<file path="config.mk">
export PLATFORM = sky130hd
export DESIGN_NAME = ppit_edge_unit
export DESIGN_NICKNAME = d
export VERILOG_FILES = /design/src/rtl/ppit_pkg.sv /design/src/rtl/ppit_edge_unit.sv
export SDC_FILE = /design/constraint.sdc
export NUM_CORES = 1
export LEC_CHECK = 0
export BUFFER_PORTS_ARGS = -buffer_cell sky130_fd_sc_hd__buf_2
export CAP_MARGIN = 20
export CORE_MARGIN = 2
export CORE_UTILIZATION = 55
export DETAILED_ROUTE_END_ITERATION = 12
export PLACE_DENSITY = 0.81
export RECOVER_POWER = 50
export SLEW_MARGIN = 20
export SYNTH_ARGS = -nofsm -noshare
export SYNTH_HDL_FRONTEND = slang
export SYNTH_SLANG_ARGS = --single-unit
</file>
<file path="constraint.sdc">
create_clock -name clk -period 23.2 [get_ports clk]
set_input_delay 2.32 -clock clk [delete_from_list [all_inputs] [get_ports clk]]
set_output_delay 2.32 -clock clk [all_outputs]
set_load 0.02 [all_outputs]
</file>
<file path="src/rtl/ppit_pkg.sv">
package ppit_pkg;

  // coordinate and field widths fixed by the word formats
  localparam int COORD_BITS = 12;
  localparam int CMD_W      = 2;
  localparam int COUNT_W    = 7;
  localparam int STATUS_W   = 2;

  // command codes
  localparam logic [CMD_W-1:0] CMD_CLEAR  = 2'd0;
  localparam logic [CMD_W-1:0] CMD_APPEND = 2'd1;
  localparam logic [CMD_W-1:0] CMD_TEST   = 2'd2;

  // status codes
  localparam logic [STATUS_W-1:0] STATUS_OK    = 2'd0;
  localparam logic [STATUS_W-1:0] STATUS_FULL  = 2'd1;
  localparam logic [STATUS_W-1:0] STATUS_SHORT = 2'd2;

  // input word
  typedef struct packed {
    logic [CMD_W-1:0]      cmd;
    logic [COORD_BITS-1:0] x;
    logic [COORD_BITS-1:0] y;
  } in_word_t;

  // result word
  typedef struct packed {
    logic                  inside_res;
    logic [COORD_BITS-1:0] min_x;
    logic [COORD_BITS-1:0] min_y;
    logic [COORD_BITS-1:0] max_x;
    logic [COORD_BITS-1:0] max_y;
    logic [COUNT_W-1:0]    vertex_count;
    logic [STATUS_W-1:0]   status;
  } out_word_t;

  // one vertex read back from the table, handed to the edge unit
  typedef struct packed {
    logic                  vld;
    logic                  first;
    logic [COORD_BITS-1:0] col;
    logic [COORD_BITS-1:0] row;
  } edge_in_t;

endpackage

</file>
<file path="src/rtl/ppit_edge_unit.sv">
module ppit_edge_unit (
  input  logic                                clk,
  input  logic                                rst_n,
  input  logic                                clr,
  input  ppit_pkg::edge_in_t                  edge_in,
  input  logic [ppit_pkg::COORD_BITS-1:0]     px,
  input  logic [ppit_pkg::COORD_BITS-1:0]     py,
  output logic                                odd_par
);

  localparam int CB = ppit_pkg::COORD_BITS;
  localparam int DW = CB + 1;
  localparam int PW = 2 * DW;
  localparam int XW = PW + 1;

  logic [CB-1:0]        prev_col_r;
  logic [CB-1:0]        prev_row_r;
  logic signed [DW-1:0] ax;
  logic signed [DW-1:0] ay;
  logic signed [DW-1:0] bx;
  logic signed [DW-1:0] by;
  logic                 prev_below;
  logic                 cur_below;
  logic signed [PW-1:0] prod_a_r;
  logic signed [PW-1:0] prod_b_r;
  logic                 up_r;
  logic                 dn_r;
  logic                 s1_vld_r;
  logic signed [XW-1:0] cross_val;
  logic                 cross_pos;
  logic                 cross_neg;
  logic                 hit;
  logic                 parity_r;

  // edge end points relative to the test point
  assign ax = $signed({1'b0, prev_col_r}) - $signed({1'b0, px});
  assign ay = $signed({1'b0, prev_row_r}) - $signed({1'b0, py});
  assign bx = $signed({1'b0, edge_in.col}) - $signed({1'b0, px});
  assign by = $signed({1'b0, edge_in.row}) - $signed({1'b0, py});

  assign prev_below = prev_row_r <= py;
  assign cur_below  = edge_in.row <= py;

  // first stage: both products of the cross term, registered
  always_ff @(posedge clk) begin
    if (edge_in.vld) begin
      prev_col_r <= edge_in.col;
      prev_row_r <= edge_in.row;
      prod_a_r   <= ax * by;
      prod_b_r   <= ay * bx;
      up_r       <= cur_below && !prev_below;
      dn_r       <= !cur_below && prev_below;
    end
  end

  // second stage: sign of the cross product against crossing direction
  assign cross_val = XW'(prod_a_r) - XW'(prod_b_r);
  assign cross_neg = cross_val[XW-1];
  assign cross_pos = !cross_val[XW-1] && (cross_val != '0);
  assign hit       = s1_vld_r && ((up_r && cross_pos) || (dn_r && cross_neg));

  always_ff @(posedge clk) begin
    if (!rst_n) begin
      s1_vld_r <= 1'b0;
      parity_r <= 1'b0;
    end else begin
      s1_vld_r <= edge_in.vld && !edge_in.first;
      if (clr) begin
        parity_r <= 1'b0;
      end else if (hit) begin
        parity_r <= !parity_r;
      end
    end
  end

  assign odd_par = parity_r;

endmodule

</file>
* After elaboration in Yosys (flattened, before gate mapping)
Index checks and enable logic that the tools add are counted.
** Storage, ports and cells
- Flip-flop bits (word level) :: 80
- Latch bits :: 0
- Bits in writable memories :: 0
- ROM bits :: 0
- Input port bits :: 53
- Memories :: 0
** Operators by class
- Add/sub/neg operators :: 5
- $mul :: 2
- Divide/modulo/power cells :: 0
- Order comparisons :: 2
- Eq/ne operators :: 0
- Shift operators :: 0
- Muxes and demuxes :: 0
- Bitwise logic cells :: 1
- Reductions and logical operators :: 15
** Operators with widths (count)
- 13-bit by 13-bit multiplier with 26-bit output :: 2
- 12-bit by 12-bit subtractor with 13-bit output :: 4
- 27-bit nonzero test :: 1
- 26-bit by 26-bit subtractor with 27-bit output :: 1
- 12-bit <= comparator :: 2
- 1-bit logical AND :: 7
- 1-bit logical NOT :: 5
- 2-bit OR reduction :: 1
- 1-bit logical OR :: 1
- 1-bit inverter :: 1

* Longest topological paths before layout
- Word-level depth :: 6
- Gate-level depth with buffers :: 34

* Worst setup path before layout
Ideal clock, no wire load.
- Path kind :: input to register
- Start :: in py[0] in the netlist's numbering
- End :: reg prod_b_r[25], data pin
- Arrival :: 9.733 ns
- Setup slack :: 13.300 ns
- Cell stages on the path :: 32
- Path buffers :: 0
- Cells stage by stage :: ha_1 > fa_1 > nor2b_1 > o21ai_1 > a21boi_1 > o21ai_1 > a21boi_1 > o21a_1 > o21a_1 > nor4_1 > nor3_1 > nor2_1 > fa_1 > inv_1 > fa_1 > inv_1 > fa_1 > fa_1 > fa_1 > inv_1 > fa_1 > inv_1 > ha_1 > inv_1 > nor2_1 > o21ai_1 > o21ai_1 > o41a_1 > a41o_1 > or4_1 > and3_1 > a211oi_1
** On the way
- Cells in the longest elaborated chain, start to end :: 2
** Ends and longest elaborated chain
- from (decl) :: line ppit_edge_unit.sv:7 : input logic [ppit_pkg::COORD_BITS-1:0] py,
- 12-bit by 12-bit subtractor with 13-bit output :: line ppit_edge_unit.sv:37 : assign ay = $signed({1'b0, prev_row_r}) - $signed({1'b0, py});
- 13-bit by 13-bit multiplier with 26-bit output :: line ppit_edge_unit.sv:50 : prod_b_r <= ay * bx;
- to (signal assigned) :: line ppit_edge_unit.sv:50
- to (decl) :: line ppit_edge_unit.sv:25 : logic signed [PW-1:0] prod_b_r;
Every way passes these cells.
A chain may end at the register's enable or synchronous reset.

* Worst setup path after layout
- Start :: in edge_in[12] in the netlist's numbering
- End :: reg prod_b_r[25], data pin
** On the way
- Cells in the longest elaborated chain, start to end :: 2
** Ends and longest elaborated chain
- from (decl) :: line ppit_edge_unit.sv:5 : input ppit_pkg::edge_in_t edge_in,
- 12-bit by 12-bit subtractor with 13-bit output :: line ppit_edge_unit.sv:38 : assign bx = $signed({1'b0, edge_in.col}) - $signed({1'b0, px});
- 13-bit by 13-bit multiplier with 26-bit output :: line ppit_edge_unit.sv:50
Every way passes these cells.

==> summary.md <==
| Metric | Value |
|---|---|
| # clock sinks | 80 |
| Vias | 14,287 |
| DR iter-0 viols | 1,018 |
| Core footprint | ~33,000 um^2 |
| CP peak stage delay | between 0.5 and 0.6 ns |
| Clock Path Buffers | 2 |
| Global Route Usage Sum | 27.61% |
| Syn nets | 2,635 |
| Status | complete, but fails checks |
| Initial cell density of the core | about 56% |
| Num CTS Buffers | 9 |
| Hold WC Path Type | register to register |
| Number of I/O pins | 54 |
| WP data arrival | 10.65 ns |
| Least-Margin Pin Slew | 4.203 ns |
| WL/cell | 18.36 um |
| Fin. max-slew vios | 80 |
| Critical path data required time | 23.36 ns |
| Fin crit share | 45.22% |
| Critical path endpoint category | register |
| Largest net degree at the start of global routing | 80 |
| Post-synth EDFFs | 78 |
| Clock latency on the worst-skew pair | 0.35 ns |
| Hpwl dp | roughly 39 mm |
| Final setup TNS | 0 ns |
| Ys async rst share | 0% |
| CP Class | input port to register |
| # rows | 67 |
| Slew HR | -180.2% |
| Gate Count Post-Synth | 2,045 |
| Cell area after synthesis | 18,640 um^2 |
| Number of post-CTS setup repair buffers | 0 |
| Grt total ovfl | 0 |
| Layout cells sized above 1 | under 10% |
| Synth Area per Inst | ~9.1 um^2 |
| CTS tree | yes |
| Die H | between 150 and 200 um |
| Max Clk Rate | 95.32 MHz |
| Drt via density | 5.618 |
| Post_cts resized | 0 |
| Max cap viols | 1 |
| DR pass1 iterations | 6 |
| Final ANT Viol Nets | 0 |
| Post-synthesis sequential area ratio | 12.78% |
| Setup Skew | ~0.013 ns |
| R2R Path Start | prev_row_r[0] |
| Setup violations, final | 0 |
| Port bufs | 53 |
| Gpl congestion | a little under 1 |
| # hold bufs at CTS | 0 |
| Yosys reg bits | 80 |
| DRC | 0 |
| Final Hold Vio Count | 0 |
| Synth Flop Type | edfxtp_1 |
| Die width | roughly 190 um |
| Failing checks | max-capacitance violations, max-slew violations |
| Most frequent CP cell | fa_1 |
| Die area | 35,380 um^2 |
| RSZ-0062 raised after global routing | no |
| Worst setup path start | edge_in[12] |
| Fin crit period | 10.49 ns |
| Netlist cell types | 72 |
| Worst path slowest cell | and3_1 |
| Layout area overhead | 5.679% |
| CP Max Fanout | 14 |
| Hold wc startpoint | odd_par |
| First-pass GRT wire length | 77.18 mm |
| Initial antenna violation count | 1 |
| Synth warnings | 0 |
| Clock Pin Slew Worst Setup and Hold Paths | roughly 0.060 ns |
| H-tree Lvls | 3 |
| Root buffer cell | clkbuf_16 |
| Vias in the first global route | 15,574 |
| Critical Path Source Type | input port |
| Final wirelength | 46.69 mm |
| Nets | 2,678 |
synth_stat cells, drive strengths merged (3+ instances only):
| cell type | count | area share [%] |
|---|---|---|
| nor4b | 3 | 0.14 |
| a21oi | 72 | 2.0 |
| nand3 | 15 | 0.40 |
| o21a | 10 | 0.41 |
| o311ai | 3 | 0.14 |
| nand4 | 8 | 0.27 |
| a2111oi | 3 | 0.21 |
| nand2 | 207 | 4.2 |
| a21boi | 8 | 0.32 |
| nor3 | 35 | 0.94 |
| or2 | 14 | 0.47 |
| mux2i | 5 | 0.27 |
| nor3b | 3 | 0.12 |
| a21o | 21 | 0.85 |
| nand2b | 41 | 1.4 |
| nor2 | 183 | 3.7 |
| o221ai | 3 | 0.14 |
| fa | 330 | 35 |
| edfxtp | 78 | 13 |
| and3 | 16 | 0.54 |
| ha | 207 | 14 |
| a211o | 4 | 0.19 |
| inv | 453 | 9.1 |
| xor2 | 33 | 1.6 |
| a31oi | 6 | 0.23 |
| a211oi | 8 | 0.35 |
| xnor2 | 69 | 3.2 |
| and2 | 26 | 0.87 |
| o211ai | 7 | 0.28 |
| o41ai | 5 | 0.23 |
| or4 | 5 | 0.22 |
| nor2b | 26 | 0.87 |
| o21ai | 52 | 1.4 |
| nor4 | 5 | 0.20 |
| clkbuf | 32 | 0.64 |
| buf | 3 | 0.087 |
| or3 | 12 | 0.40 |
| o21bai | 6 | 0.24 |
stage by stage:
| stage | std cells | utilization, % | setup slack, ns | cell area [um^2] | hold WS, ns |
|---|---|---|---|---|---|
| 6_report | 2543 | 58.89 | 12.71 | 19700 | 0.4999 |
| 5_1_grt | 2542 | 58.88 | 12.20 | 19690 | 0.5374 |
| 4_1_cts | 2541 | 58.94 | 12.78 | 19720 | 0.4996 |
| 3_5_place_dp | 2525 | 58.10 | 12.43 | 19430 | 0.4885 |
| 3_3_place_gp | 2525 | 58.10 | 12.74 | 19430 | 0.4818 |
| 2_1_floorplan | 2045 | - | 13.30 | 18640 | 0.5676 |
placed cells by master, fill, tap and decap left out, types with 21 or more instances in the layout:
| cell type | instances |
|---|---|
| edfxtp_1 | 78 |
| o21ai_0 | 36 |
| ha_1 | 207 |
| nor2_1 | 182 |
| xnor2_1 | 69 |
| nor3_1 | 35 |
| a21o_1 | 21 |
| xor2_1 | 32 |
| nor2b_1 | 26 |
| clkbuf_1 | 25 |
| buf_2 | 28 |
| fa_1 | 330 |
| and2_1 | 26 |
| a21oi_1 | 71 |
| inv_1 | 452 |
| nand2b_1 | 41 |
| nand2_1 | 207 |
flip-flops by register name (all words and copies together), names as in the netlist:
name,flops
prod_a_r,26
odd_par,1
up_r,1
dn_r,1
prev_row_r,12
s1_vld_r,1
prev_col_r,12
prod_b_r,26
cell type report:
type | instances | area (um^2)
antenna | 2 | 5.005
clock buffer | 9 | 225.2
clock inverter | 7 | 55.05
fill | 2761 | 13750
inverter | 453 | 1700
multi-input combinational | 1477 | 14430
sequential | 80 | 2382
tap | 448 | 560.5
timing repair buffer | 67 | 339.1
path summary, 6_finish.rpt:
check	slack, ns	end	cells after the start
worst max-delay path	12.71	prod_b_r[25]	33
worst min-delay path	0.50	odd_par	2
worst max register to register	14.48	prod_b_r[25]	33
worst min register to register	0.50	odd_par	2
worst max-delay path, delay by kind of cell:
family,cells,cell delay [ns]
AOI/OAI and AO/OA,11,2.30
adders and majority gates,9,3.84
buffers and inverters,6,0.54
and+or+nand+nor,7,1.62
cells by family after synthesis:
family / synth area share, %
adder cells (fa/ha/maj): 49.34
AND/OR/NAND/NOR: 15.06
multiplexers: 0.3290
XOR/XNOR: 4.793
buffers and inverters: 9.855
flip-flops: 12.78
AO/OA/AOI/OAI: 7.841
layer usage:
metal,GRT usage [%],wire (um),up-vias
met1,34.69,18390,7037
met4,12.27,2233,0
met3,5.203,3918,126
met2,46.55,22150,617
li1,-,-,6507
met5,0,0,-
Power is not shown: default switching activity piles up to over one toggle a cycle in this logic, so the estimate is an artifact.
